**src/hw/rtl/rfs_pkg.sv**
```systemverilog
// Shared types, constants and helpers for the record field splitter.
`default_nettype none

package rfs_pkg;

  // Defaults for the top-level parameters
  localparam int MAX_FIELDS_DEF     = 64;
  localparam int MAX_RECORD_LEN_DEF = 65536;
  localparam int MAX_SEP_LEN_DEF    = 4;

  // Result queue between front and back
  localparam int QUEUE_DEPTH = 4;

  // Width used for offset arithmetic before saturation to 16 bits
  localparam int SAT_W = 25;

  // Separator bytes are looked up in a word this wide (eight bytes at most)
  localparam int SEP_VEC_W = 64;

  localparam logic [7:0] CHAR_SPACE = 8'h20;
  localparam logic [7:0] CHAR_TAB   = 8'h09;
  localparam logic [7:0] CHAR_NUL   = 8'h00;

  // Register select, taken from paddr[2]
  localparam logic REG_SEP_LEN   = 1'b0;
  localparam logic REG_SEP_BYTES = 1'b1;

  localparam logic [2:0]  SEP_LEN_RST   = 3'd1;
  localparam logic [31:0] SEP_BYTES_RST = 32'h0000_0020;

  typedef struct packed {
    logic [2:0]  sep_len;
    logic [31:0] sep_bytes;
  } rfs_cfg_t;

  typedef struct packed {
    logic        has_field;
    logic [5:0]  field_index;
    logic [15:0] field_start;
    logic [15:0] field_length;
    logic        last_of_record;
    logic [5:0]  field_total;
    logic [31:0] record_number;
    logic        too_long;
  } rfs_result_t;

  typedef struct packed {
    logic nonempty;
    logic room2;
  } rfs_qstat_t;

  function automatic logic [15:0] sat16(input logic [SAT_W-1:0] v);
    sat16 = (|v[SAT_W-1:16]) ? 16'hFFFF : v[15:0];
  endfunction

  function automatic logic over16(input logic [SAT_W-1:0] v);
    over16 = |v[SAT_W-1:16];
  endfunction

endpackage

`default_nettype wire

```
**src/hw/rtl/record_field_splitter.sv**
```systemverilog
// A result word passes through the result queue and then the output register. Throughput:
// one byte word per cycle unless in_stall; one result word per cycle unless out_stall.
// A byte that closes a field and also ends the record gives two result words; the 4-deep
// result queue absorbs them and in_stall rises while fewer than two slots are free.
// Reset (synchronous, rst_n low): record state and counter cleared, queue and output
// emptied, separator registers back to one space (whitespace mode).
`default_nettype none

module record_field_splitter import rfs_pkg::*; #(
  parameter int MAX_FIELDS     = MAX_FIELDS_DEF,
  parameter int MAX_RECORD_LEN = MAX_RECORD_LEN_DEF,
  parameter int MAX_SEP_LEN    = MAX_SEP_LEN_DEF
) (
  input  wire logic        clk,
  input  wire logic        rst_n,
  // register port
  input  wire logic        psel,
  input  wire logic        penable,
  input  wire logic        pwrite,
  input  wire logic [2:0]  paddr,
  input  wire logic [31:0] pwdata,
  output logic [31:0]      prdata,
  output logic             pready,
  // byte words in
  input  wire logic        in_valid,
  output logic             in_stall,
  input  wire logic [7:0]  in_data_byte,
  input  wire logic        in_byte_valid,
  input  wire logic        in_end_of_record,
  // field descriptor words out
  output logic             out_valid,
  input  wire logic        out_stall,
  output logic             out_has_field,
  output logic [5:0]       out_field_index,
  output logic [15:0]      out_field_start,
  output logic [15:0]      out_field_length,
  output logic             out_last_of_record,
  output logic [5:0]       out_field_total,
  output logic [31:0]      out_record_number,
  output logic             out_too_long
);

  // Separator registers: length at 0x0, bytes at 0x4 (first byte in bits 7:0).
  // Decode uses paddr[2] only, so each register is aliased within its word.
  logic [2:0]  sep_len_r;
  logic [31:0] sep_bytes_r;
  logic        wr_en;
  rfs_cfg_t    cfg;

  rfs_qstat_t  qstat;
  logic [1:0]  push_n;
  rfs_result_t push_w0, push_w1;
  rfs_result_t head;
  logic        pop;

  assign pready = 1'b1;
  assign wr_en  = psel && penable && pwrite;
  assign prdata = (paddr[2] == REG_SEP_BYTES) ? sep_bytes_r : {29'd0, sep_len_r};

  always_ff @(posedge clk) begin
    if (!rst_n) begin
      sep_len_r   <= SEP_LEN_RST;
      sep_bytes_r <= SEP_BYTES_RST;
    end else if (wr_en) begin
      if (paddr[2] == REG_SEP_LEN) sep_len_r   <= pwdata[2:0];
      else                         sep_bytes_r <= pwdata;
    end
  end

  assign cfg.sep_len   = sep_len_r;
  assign cfg.sep_bytes = sep_bytes_r;

  // Front: field tracking and separator matching, one byte per cycle while in_stall is low
  rfs_front #(
    .MAX_FIELDS     (MAX_FIELDS),
    .MAX_RECORD_LEN (MAX_RECORD_LEN),
    .MAX_SEP_LEN    (MAX_SEP_LEN)
  ) u_front (
    .clk              (clk),
    .rst_n            (rst_n),
    .cfg              (cfg),
    .in_valid         (in_valid),
    .in_stall         (in_stall),
    .in_data_byte     (in_data_byte),
    .in_byte_valid    (in_byte_valid),
    .in_end_of_record (in_end_of_record),
    .qstat            (qstat),
    .push_n           (push_n),
    .push_w0          (push_w0),
    .push_w1          (push_w1)
  );

  // Queue decouples the byte side from the result side
  rfs_queue #(
    .DEPTH (QUEUE_DEPTH)
  ) u_queue (
    .clk     (clk),
    .rst_n   (rst_n),
    .push_n  (push_n),
    .push_w0 (push_w0),
    .push_w1 (push_w1),
    .pop     (pop),
    .head    (head),
    .stat    (qstat)
  );

  // Back: output register, refilled whenever it is empty or being taken and the queue holds a word
  rfs_back u_back (
    .clk                (clk),
    .rst_n              (rst_n),
    .head               (head),
    .qstat              (qstat),
    .pop                (pop),
    .out_valid          (out_valid),
    .out_stall          (out_stall),
    .out_has_field      (out_has_field),
    .out_field_index    (out_field_index),
    .out_field_start    (out_field_start),
    .out_field_length   (out_field_length),
    .out_last_of_record (out_last_of_record),
    .out_field_total    (out_field_total),
    .out_record_number  (out_record_number),
    .out_too_long       (out_too_long)
  );

endmodule

`default_nettype wire

```
**src/hw/rtl/rfs_front.sv**
```systemverilog
// Front end: takes record bytes, tracks field state, forms result words.
`default_nettype none

module rfs_front import rfs_pkg::*; #(
  parameter int MAX_FIELDS     = MAX_FIELDS_DEF,
  parameter int MAX_RECORD_LEN = MAX_RECORD_LEN_DEF,
  parameter int MAX_SEP_LEN    = MAX_SEP_LEN_DEF
) (
  input  wire logic        clk,
  input  wire logic        rst_n,
  input  wire rfs_cfg_t    cfg,
  input  wire logic        in_valid,
  output logic             in_stall,
  input  wire logic [7:0]  in_data_byte,
  input  wire logic        in_byte_valid,
  input  wire logic        in_end_of_record,
  input  wire rfs_qstat_t  qstat,
  output logic [1:0]       push_n,
  output rfs_result_t      push_w0,
  output rfs_result_t      push_w1
);

  localparam int IW = (MAX_FIELDS > 2) ? $clog2(MAX_FIELDS) : 1;
  localparam int PW = $clog2(MAX_RECORD_LEN + 1);
  localparam int WB = (MAX_SEP_LEN > 1) ? MAX_SEP_LEN - 1 : 1;
  localparam int FW = (MAX_SEP_LEN > 1) ? $clog2(MAX_SEP_LEN) : 1;
  localparam int LW = $clog2(MAX_SEP_LEN + 1);
  localparam int FIELD_LIMIT = MAX_FIELDS - 1;

  logic [8*WB-1:0] win_r,    win_nxt;
  logic [FW-1:0]   fill_r,   fill_nxt;
  logic [PW-1:0]   pos_r,    pos_nxt;
  logic [PW-1:0]   cs_r,     cs_nxt;
  logic [IW-1:0]   ci_r,     ci_nxt;
  logic            inside_r, inside_nxt;
  logic            ended_r,  ended_nxt;
  logic            limit_r,  limit_nxt;
  logic            ovl_r,    ovl_nxt;
  logic [31:0]     rc_r,     rc_nxt;

  logic            accept;

  function automatic rfs_result_t mk(input logic has, input logic [IW-1:0] idx,
                                     input logic [SAT_W-1:0] start,
                                     input logic [SAT_W-1:0] len,
                                     input logic [31:0] recnum, input logic ovl);
    rfs_result_t r;
    r.has_field      = has;
    r.field_index    = 6'(idx);
    r.field_start    = sat16(start);
    r.field_length   = sat16(len);
    r.last_of_record = 1'b0;
    r.field_total    = '0;
    r.record_number  = recnum;
    r.too_long       = ovl | over16(start) | over16(len);
    return r;
  endfunction

  assign in_stall = !qstat.room2;
  assign accept   = in_valid && !in_stall;

  always_comb begin
    logic [LW-1:0]            n;
    logic                     ws;
    logic                     hit;
    logic [8*(WB+1)-1:0]      hv;
    logic [SEP_VEC_W-1:0]     sepv;
    logic [2:0]               sidx;
    logic [PW-1:0]            pos1;
    logic                     e_b, e_e, e_empty;
    logic [IW-1:0]            b_idx;
    logic [SAT_W-1:0]         b_start, b_len;
    logic [IW-1:0]            ci_fin;
    logic [31:0]              recnum;
    rfs_result_t              rb, re, rz;

    // Effective separator length, clamped to 1..MAX_SEP_LEN
    if (cfg.sep_len == 3'd0) begin
      n = LW'(1);
    end else if (32'(cfg.sep_len) > 32'(MAX_SEP_LEN)) begin
      n = LW'(MAX_SEP_LEN);
    end else begin
      n = LW'(cfg.sep_len);
    end
    ws = (n == LW'(1)) && (cfg.sep_bytes[7:0] == CHAR_SPACE);

    // Separator match over the incoming byte and the window
    hv   = {win_r, in_data_byte};
    sepv = SEP_VEC_W'(cfg.sep_bytes);
    hit  = (32'(fill_r) + 32'd1) >= 32'(n);
    for (int i = 0; i < MAX_SEP_LEN; i++) begin
      sidx = 3'(32'(n) - 32'd1 - 32'(i));
      if (32'(i) < 32'(n)) begin
        if (hv[8*i +: 8] != sepv[8*sidx +: 8]) hit = 1'b0;
      end
    end

    recnum  = rc_r + 32'd1;
    pos1    = pos_r + PW'(1);
    e_b     = 1'b0;
    e_e     = 1'b0;
    e_empty = 1'b0;
    b_idx   = ci_r;
    b_start = SAT_W'(cs_r);
    b_len   = '0;

    win_nxt    = win_r;
    fill_nxt   = fill_r;
    pos_nxt    = pos_r;
    cs_nxt     = cs_r;
    ci_nxt     = ci_r;
    inside_nxt = inside_r;
    ended_nxt  = ended_r;
    limit_nxt  = limit_r;
    ovl_nxt    = ovl_r;
    rc_nxt     = rc_r;

    if (in_byte_valid && !ended_r) begin
      if (in_data_byte == CHAR_NUL) begin
        ended_nxt = 1'b1;
      end else if (pos_r >= PW'(MAX_RECORD_LEN)) begin
        ovl_nxt = 1'b1;
      end else begin
        pos_nxt = pos1;
        if (ws) begin
          if (in_data_byte == CHAR_SPACE || in_data_byte == CHAR_TAB) begin
            if (inside_r) begin
              e_b        = 1'b1;
              b_len      = SAT_W'(pos_r) - SAT_W'(cs_r);
              ci_nxt     = ci_r + IW'(1);
              inside_nxt = 1'b0;
            end
          end else if (!inside_r && !limit_r) begin
            inside_nxt = 1'b1;
            cs_nxt     = pos_r;
            if (32'(ci_r) + 32'd1 >= 32'(FIELD_LIMIT)) limit_nxt = 1'b1;
          end
        end else if (32'(ci_r) + 32'd1 < 32'(FIELD_LIMIT)) begin
          if (hit) begin
            e_b      = 1'b1;
            b_len    = SAT_W'(pos1) - SAT_W'(n) - SAT_W'(cs_r);
            ci_nxt   = ci_r + IW'(1);
            cs_nxt   = pos1;
            fill_nxt = '0;
            win_nxt  = '0;
          end else begin
            win_nxt = (MAX_SEP_LEN > 1) ? (8*WB)'({win_r, in_data_byte}) : '0;
            if (32'(fill_r) < 32'(MAX_SEP_LEN - 1)) fill_nxt = fill_r + FW'(1);
          end
        end
      end
    end

    rb = mk(1'b1, b_idx, b_start, b_len, recnum, ovl_nxt);
    re = mk(1'b1, ci_nxt, SAT_W'(cs_nxt), SAT_W'(pos_nxt) - SAT_W'(cs_nxt), recnum,
            ovl_nxt);
    rz = mk(1'b0, '0, '0, '0, recnum, ovl_nxt);
    ci_fin = ci_nxt;

    if (in_end_of_record) begin
      e_e     = ws ? inside_nxt : 1'b1;
      e_empty = !e_b && !e_e;
      if (e_e) ci_fin = ci_nxt + IW'(1);
      rc_nxt     = recnum;
      win_nxt    = '0;
      fill_nxt   = '0;
      pos_nxt    = '0;
      cs_nxt     = '0;
      ci_nxt     = '0;
      inside_nxt = 1'b0;
      ended_nxt  = 1'b0;
      limit_nxt  = 1'b0;
      ovl_nxt    = 1'b0;
    end

    // Order the words: byte-completed field first, then end field or the empty marker
    push_w0 = e_b ? rb : (e_e ? re : rz);
    push_w1 = re;
    if (e_b && e_e) begin
      push_w1.last_of_record = 1'b1;
      push_w1.field_total    = 6'(ci_fin);
    end else if (in_end_of_record) begin
      push_w0.last_of_record = 1'b1;
      push_w0.field_total    = 6'(ci_fin);
    end

    push_n = accept ? (2'(e_b) + 2'(e_e) + 2'(e_empty)) : 2'd0;
  end

  always_ff @(posedge clk) begin
    if (!rst_n) begin
      win_r    <= '0;
      fill_r   <= '0;
      pos_r    <= '0;
      cs_r     <= '0;
      ci_r     <= '0;
      inside_r <= 1'b0;
      ended_r  <= 1'b0;
      limit_r  <= 1'b0;
      ovl_r    <= 1'b0;
      rc_r     <= '0;
    end else if (accept) begin
      win_r    <= win_nxt;
      fill_r   <= fill_nxt;
      pos_r    <= pos_nxt;
      cs_r     <= cs_nxt;
      ci_r     <= ci_nxt;
      inside_r <= inside_nxt;
      ended_r  <= ended_nxt;
      limit_r  <= limit_nxt;
      ovl_r    <= ovl_nxt;
      rc_r     <= rc_nxt;
    end
  end

endmodule

`default_nettype wire

```
**src/hw/rtl/rfs_queue.sv**
```systemverilog
// Small result queue: up to two words pushed, one popped per cycle.
`default_nettype none

module rfs_queue import rfs_pkg::*; #(
  parameter int DEPTH = QUEUE_DEPTH
) (
  input  wire logic        clk,
  input  wire logic        rst_n,
  input  wire logic [1:0]  push_n,
  input  wire rfs_result_t push_w0,
  input  wire rfs_result_t push_w1,
  input  wire logic        pop,
  output rfs_result_t      head,
  output rfs_qstat_t       stat
);

  localparam int AW = $clog2(DEPTH);
  localparam int CW = $clog2(DEPTH + 1);

  rfs_result_t     mem_r [DEPTH];
  logic [AW-1:0]   wr_r, wr_nxt;
  logic [AW-1:0]   rd_r, rd_nxt;
  logic [CW-1:0]   count_r, count_nxt;
  logic [AW-1:0]   wr1;

  assign wr1           = wr_r + AW'(1);
  assign head          = mem_r[rd_r];
  assign stat.nonempty = (count_r != '0);
  assign stat.room2    = (count_r <= CW'(DEPTH - 2));

  always_comb begin
    wr_nxt    = wr_r + AW'(push_n);
    rd_nxt    = pop ? rd_r + AW'(1) : rd_r;
    count_nxt = count_r + CW'(push_n) - CW'(pop);
  end

  always_ff @(posedge clk) begin
    if (push_n != 2'd0) mem_r[wr_r] <= push_w0;
    if (push_n == 2'd2) mem_r[wr1]  <= push_w1;
  end

  always_ff @(posedge clk) begin
    if (!rst_n) begin
      wr_r    <= '0;
      rd_r    <= '0;
      count_r <= '0;
    end else begin
      wr_r    <= wr_nxt;
      rd_r    <= rd_nxt;
      count_r <= count_nxt;
    end
  end

  a_no_overflow: assert property (@(posedge clk) disable iff (!rst_n)
    32'(count_r) <= DEPTH) else $error("result queue overfilled");
  a_pop_nonempty: assert property (@(posedge clk) disable iff (!rst_n)
    pop |-> count_r != '0) else $error("pop from empty result queue");
  a_push_room: assert property (@(posedge clk) disable iff (!rst_n)
    push_n != 2'd0 |-> stat.room2) else $error("push without room");
  a_count_track: assert property (@(posedge clk) disable iff (!rst_n)
    (push_n == 2'd0 && !pop) |=> $stable(count_r)) else $error("queue count drifted");

endmodule

`default_nettype wire

```
**src/hw/rtl/rfs_back.sv**
```systemverilog
// Back end: moves queued result words into the output register.
`default_nettype none

module rfs_back import rfs_pkg::*; (
  input  wire logic        clk,
  input  wire logic        rst_n,
  input  wire rfs_result_t head,
  input  wire rfs_qstat_t  qstat,
  output logic             pop,
  output logic             out_valid,
  input  wire logic        out_stall,
  output logic             out_has_field,
  output logic [5:0]       out_field_index,
  output logic [15:0]      out_field_start,
  output logic [15:0]      out_field_length,
  output logic             out_last_of_record,
  output logic [5:0]       out_field_total,
  output logic [31:0]      out_record_number,
  output logic             out_too_long
);

  logic        valid_r, valid_nxt;
  rfs_result_t word_r;

  assign pop = qstat.nonempty && (!valid_r || !out_stall);

  always_comb begin
    valid_nxt = valid_r;
    if (pop)             valid_nxt = 1'b1;
    else if (!out_stall) valid_nxt = 1'b0;
  end

  always_ff @(posedge clk) begin
    if (pop) word_r <= head;
  end

  always_ff @(posedge clk) begin
    if (!rst_n) valid_r <= 1'b0;
    else        valid_r <= valid_nxt;
  end

  assign out_valid          = valid_r;
  assign out_has_field      = word_r.has_field;
  assign out_field_index    = word_r.field_index;
  assign out_field_start    = word_r.field_start;
  assign out_field_length   = word_r.field_length;
  assign out_last_of_record = word_r.last_of_record;
  assign out_field_total    = word_r.field_total;
  assign out_record_number  = word_r.record_number;
  assign out_too_long       = word_r.too_long;

endmodule

`default_nettype wire
```
**config.mk**
```make
export PLATFORM = sky130hd
export DESIGN_NAME = record_field_splitter
export DESIGN_NICKNAME = d
export VERILOG_FILES = /design/src/hw/rtl/rfs_pkg.sv /design/src/hw/rtl/record_field_splitter.sv /design/src/hw/rtl/rfs_front.sv /design/src/hw/rtl/rfs_queue.sv /design/src/hw/rtl/rfs_back.sv
export SDC_FILE = /design/constraint.sdc
export NUM_CORES = 1
export LEC_CHECK = 0
export BUFFER_PORTS_ARGS = -buffer_cell sky130_fd_sc_hd__buf_2
export CAP_MARGIN = 20
export CORE_MARGIN = 4
export CORE_UTILIZATION = 56
export CTS_CLUSTER_DIAMETER = 40
export DETAILED_ROUTE_END_ITERATION = 7
export HOLD_SLACK_MARGIN = 0.03
export PLACE_DENSITY = 0.77
export SKIP_CTS_REPAIR_TIMING = 1
export SLEW_MARGIN = 20
export SYNTH_ARGS = -nofsm -noshare
export SYNTH_HDL_FRONTEND = slang
export SYNTH_SLANG_ARGS = --single-unit
export TNS_END_PERCENT = 20
```
**constraint.sdc**
```tcl
create_clock -name clk -period 6.8 [get_ports clk]
set_input_delay 0.34 -clock clk [delete_from_list [all_inputs] [get_ports clk]]
set_output_delay 0.34 -clock clk [all_outputs]
set_load 0.02 [all_outputs]
```
# After elaboration in Yosys (flattened, before gate mapping)
# Memory sizes are Yosys's and may differ from the RTL's. A register that Yosys moved wholly into a read port is not among the register bits.
# Index checks and enable logic that the tools add are counted.
# W data, S select, Z words.
[classes] add_sub_neg=22 n_lt_le_gt_ge=11 n_eq_ne=14 shift=4 n_mux=107 n_bitwise=5 reduce_logical=39
[ops] cell="$shiftx A64 B7 Y8" n=4
[ops] cell="$mux W17" n=13
[ops] cell="$mux W25" n=8
[ops] cell="$mux W24" n=7
[ops] cell="$mux W79" n=2
[ops] cell="$mux W6" n=11
[ops] cell="$mux W16" n=4
[ops] cell="$mux W1" n=47
[ops] cell="$sub A17 B17 Y18" n=2
[ops] cell="$add A32 B1 Y32 const B" n=1
[ops] cell="$ge A32 B3 Y1" n=1
[ops] cell="$ge A32 B6 Y1 const B" n=1
[ops] cell="$lt A32 B6 Y1 const B" n=1
[ops] cell="$mux W32" n=1
[ops] cell="$ne A8 B8 Y1" n=4
[ops] cell="$sub A25 B17 Y25" n=1
[ops] cell="$mux W7" n=3
[ops] cell="$mux W2" n=9
[ops] cell="$reduce_or A9 Y1" n=2
[ops] cell="$sub A17 B3 Y18" n=1
[ops] cell="$add A17 B1 Y17 const B" n=1
[ops] cell="$ge A17 B17 Y1 const B" n=1
[ops] cell="$eq A8 B6 Y1 const B" n=2
[ops] cell="$reduce_bool A2 Y1" n=7
[ops] cell="35 further kinds" n=68
[totals] reg_bits=145 ram_bits=316 input_bits=52 out_inout_bits=114 elab_cells=219 n_memories=1
[mem_list] memory="u_queue.mem_r" depth=4 word_bits=79 read_ports=1 rd_clocked_by_memory_dff=1 wr=2 line_no="rfs_queue.sv:20" rtl="rfs_result_t mem_r [DEPTH];"

# Depth between registers and ports, before layout
[depth] word_depth=28 depth_mapped=31 depth_no_buf=28

# By module
# From an unflattened synthesis, not the netlist that was laid out.
[unflattened] hier_cells=2700 area_unflattened_um2=31313.8
[modules_own_cells] mod="rfs_queue" instances=1 cells_per_inst=813 area_per_inst_um2=15605.0 seq_area_each_um2=9669.3
[modules_own_cells] mod="rfs_front" instances=1 cells_per_inst=1615 area_per_inst_um2=11619.9 seq_area_each_um2=2042.0
[modules_own_cells] mod="rfs_back" instances=1 cells_per_inst=83 area_per_inst_um2=2411.1 seq_area_each_um2=2392.3
[modules_own_cells] mod="record_field_splitter" instances=1 cells_per_inst=189 area_per_inst_um2=1677.9 seq_area_each_um2=700.7

# Worst setup path after synthesis
# OpenSTA, ideal clock, no wires.
[synth_timing] path_kind="reg-to-reg" startpoint="register sep_len_r[2]" endpoint="memory u_queue.mem_r[2][0] in the netlist's numbering, enable pin" setup_time_ps=433 t_arrival_ps=6923 required_ps=6367 slack_ps=-556 path_stages_with_launch=23 n_path_buf=4 period_less_slack_ps=7356 path_cell_list="dfxtp_1 > buf_4 > buf_2 > buf_4 > nand2b_1 > ha_1 > clkbuf_1 > mux2_2 > o211ai_1 > xor2_1 > nand4_1 > or3_1 > a2111oi_2 > and2_1 > o21a_1 > inv_1 > nand3_1 > fa_1 > nor2_1 > nor2_1 > nor2_1 > nor2_1 > inv_1"
[synth_rtl] item="start: declaration" line_no="record_field_splitter.sv:45" rtl="logic [2:0] sep_len_r;"
[synth_rtl] item="start signal: assignment" line_no="record_field_splitter.sv:65" rtl="if (paddr[2] == REG_SEP_LEN) sep_len_r <= pwdata[2:0];"
[synth_rtl] item="end: declaration" line_no="rfs_queue.sv:20"

==> impl_results.md <==
- Mapped Nets: 2867
- GP Congestion: 0.9752
- Largest area contributor in the netlist: edfxtp_1
- Dominant synthesized flop cell: edfxtp_1
- Synth area leaders: edfxtp_1 (40%), dfxtp_1 (10%), mux4_2 (6.3%)
- CTS Sinks: 540
- Die area: 55550 µm²
- Seq/Total Area, Yosys: 0.5072
- Starting DRC count in detailed routing: 2633
- I/O pin cnt: 166
- Pre-Repair DR Iteration Count: 6
- Die width: 235.7 µm
- Top-count cell post-synth: edfxtp_1
- Worst slew pin tran: 1.045 ns
- # nets final: 3083
- Hold WS: 0.02861 ns
- Peak VDD IR: 0.0002303 V
- Worst path bufs/invs: 3
- TritonCTS Buffers: 77
- Total Power: 11.28 mW
- Gr usage total: 0.3077
- Most frequent cells after synthesis: edfxtp_1 (391), nor2_1 (286), nand2_1 (261)
- FMAX: 152.3 MHz
- Die Y: 235.7 µm
- TritonCTS clock tree: done
- Critical Path Max Stage Delay: 0.60 ns
- HPWL Detailed: 60080 µm
- Lkg Pwr: 11.83 nW
- Critical path data required time: 7.26 ns
- Clock root buffer master: clkbuf_16
- Initial antenna violation count: 1
- Area Growth Syn to Fin: 18.52%
- RSZ-0062 raised after global routing: yes
- Initial core utilization: 0.5659
- FP Rows: 83
- DR WL/cell: 23.93 µm
- Worst skew pair latency: 0.62 ns
- Routed Antenna Nets: 0
- Remaining routing DRC violations: 0
- Setup-failing EPs final: 0
- Worst setup EP type: flip-flop
- Hold Vio Cnt, Final: 0
- Worst clock skew: 0.04257 ns
- Vias in the first global route: 22672
- Slowest-stage cell, CP: or4_4
- Critical Path AT: 7.03 ns
- Netlist Area Pre-Place: 29030 µm²
- Final period utilization: 0.9656
- Slew HR: 0.2851
- # H-tree levels: 3
- Synthesized netlist cell count: 2739
- Pin count of the biggest net entering global routing: 109
- Gr ovfl total: 0
- Worst Hold Class: in2reg
- Post-synth cell types: 87
- Final wirelength: 88570 µm
- Status: completed
- Via density: 6.396
- Avg Inst Size Synth: 10.60 µm²
- Post-synth EDFFs: 391
- Vias: 23670
- Internal reg-to-reg setup slack: 0.23 ns
- CP most frequent cell: nand2b_1
- PortBufs: 162
- Flops & latches, synth: 540
- Final period demand of the worst path: 6.566 ns
- Max Slew Vio Count: 0
- CORE AREA: 51300 µm²
- Crit path max fanout: 5
- Max Cap Violations: 0
- First-pass GRT wire length: 135000 µm
- Clock transition time at the flip-flop clock pins of the worst setup and hold paths: 0.06 ns
- Pwr dens: 327.8 nW/µm²
- Share of layout cells above drive strength 1: 0.1868
- Clock buffer depth: 3
- YS warnings: 0
- Fill cell count: 3805
- CP startpoint kind: flip-flop
- Kind of critical path: reg2reg
- Top-area cell type share of the netlist area: 0.4044
- CP delay by family, top: compound AO/OA/AOI/OAI gates
- Async set or reset register ratio after synthesis: 0
==> tightest hold or removal path: cells and delay by family <==
| kind | cells | cell delay [ns] |
|---|---|---|
| AO/OA/AOI/OAI | 1 | 0.08 |
| buffers and inverters | 1 | 0.12 |
| AND/OR/NAND/NOR | 1 | 0.07 |
==> final cells by class <==
cell class,count,area [µm²],area share
diodes,1,2.502,0.00007273
clock buffers,92,2057,0.05978
clock inverters,52,767.0,0.02229
inverters,84,332.8,0.009673
multi-input cells,1943,13540,0.3934
flip-flops and latches,540,14730,0.4282
well taps,680,850.8,0.02473
repair buffers,309,2130,0.06189
==> where the power goes <==
part	total [mW]	switching [mW]	internal, mW
combinational	2.69	1.67	1.02
sequential	4.28	0.212	4.07
clock	4.31	1.64	2.66
total	11.3	3.52	7.76
==> through the flow <==
| stage | cells | util | TNS, ns | worst slack [ns] | cell area [µm²] |
|---|---|---|---|---|---|
| CTS | 3668 | 0.6609 | -0.9679 | -0.07946 | 33910 |
| global route | 3701 | 0.6707 | -0.2908 | -0.05283 | 34410 |
| finish | 3701 | 0.6707 | 0 | 0.2337 | 34410 |
| floorplan | 2739 | - | -0.002929 | -0.002929 | 29090 |
| detailed placement | 3524 | 0.6058 | -0.1348 | -0.03112 | 31080 |
| global placement | 3524 | 0.6058 | 0 | 0.1596 | 31080 |
==> layer usage <==
layer	share of wire	up-vias	track usage
met5	0	-	0
met4	0.026	0	0.09379
met3	0.093	180	0.05190
met2	0.48	1285	0.4962
met1	0.40	11631	0.4325
li1	-	10574	-
==> logic make-up after synthesis <==
logic type,synth area share
DFF,0.5072
other,0.0001292
and+or+nand+nor,0.1573
adders and majority gates,0.03431
AOI/OAI and AO/OA,0.1433
buffers and inverters,0.03448
muxes,0.07482
xor gates and xnor gates,0.04853
==> final timing paths <==
check,start,to,cells past startpoint
min reg2reg,u_front.ended_r,u_front.ended_r,2
max reg2reg,sep_len_r[1],u_queue.mem_r[0][0],29
max,sep_len_r[1],u_queue.mem_r[0][0],29
min,in_byte_valid,u_front.ended_r,3
==> placed cells by master (no fill, tap or decap), drive strengths merged, types with 13 or more instances in the layout <==
cell type / synthesis / final
mux2i: 28 / 28
xor2: 54 / 54
nand2: 261 / 261
a21boi: 81 / 81
clkbuf: 138 / 92
o21a: 19 / 19
dfxtp: 149 / 149
inv: 83 / 97
xnor2: 106 / 106
nor3: 38 / 38
a221oi: 13 / 13
ha: 70 / 70
a22oi: 30 / 30
nand4: 26 / 26
a21oi: 105 / 105
nand3: 92 / 92
buf: 34 / 277
nor2b: 54 / 54
o21ai: 100 / 100
or3: 31 / 31
mux4: 81 / 81
nand2b: 27 / 27
edfxtp: 391 / 391
o31ai: 14 / 14
and3: 26 / 26
and2: 84 / 84
nor2: 289 / 289
clkinv: 1 / 20
dlygate4sd3: 0 / 32
o22ai: 141 / 141
a21o: 21 / 21
==> registers in the layout, summed over array words and instances (netlist names), 2 cells and up <==
name	flops
u_front.rc_r	32
sep_bytes_r	32
u_front.cs_r	17
u_back.out_field_start	16
u_queue.mem_r	316
u_back.out_field_length	16
u_back.out_field_total	6
u_front.fill_r	2
u_back.out_field_index	6
u_front.win_r	24
u_back.out_record_number	32
sep_len_r	3
u_queue.count_r	3
u_queue.wr_r	2
u_front.ci_r	6
u_front.pos_r	17
u_queue.rd_r	2
Note: power is estimated with default switching activity, not from simulation.
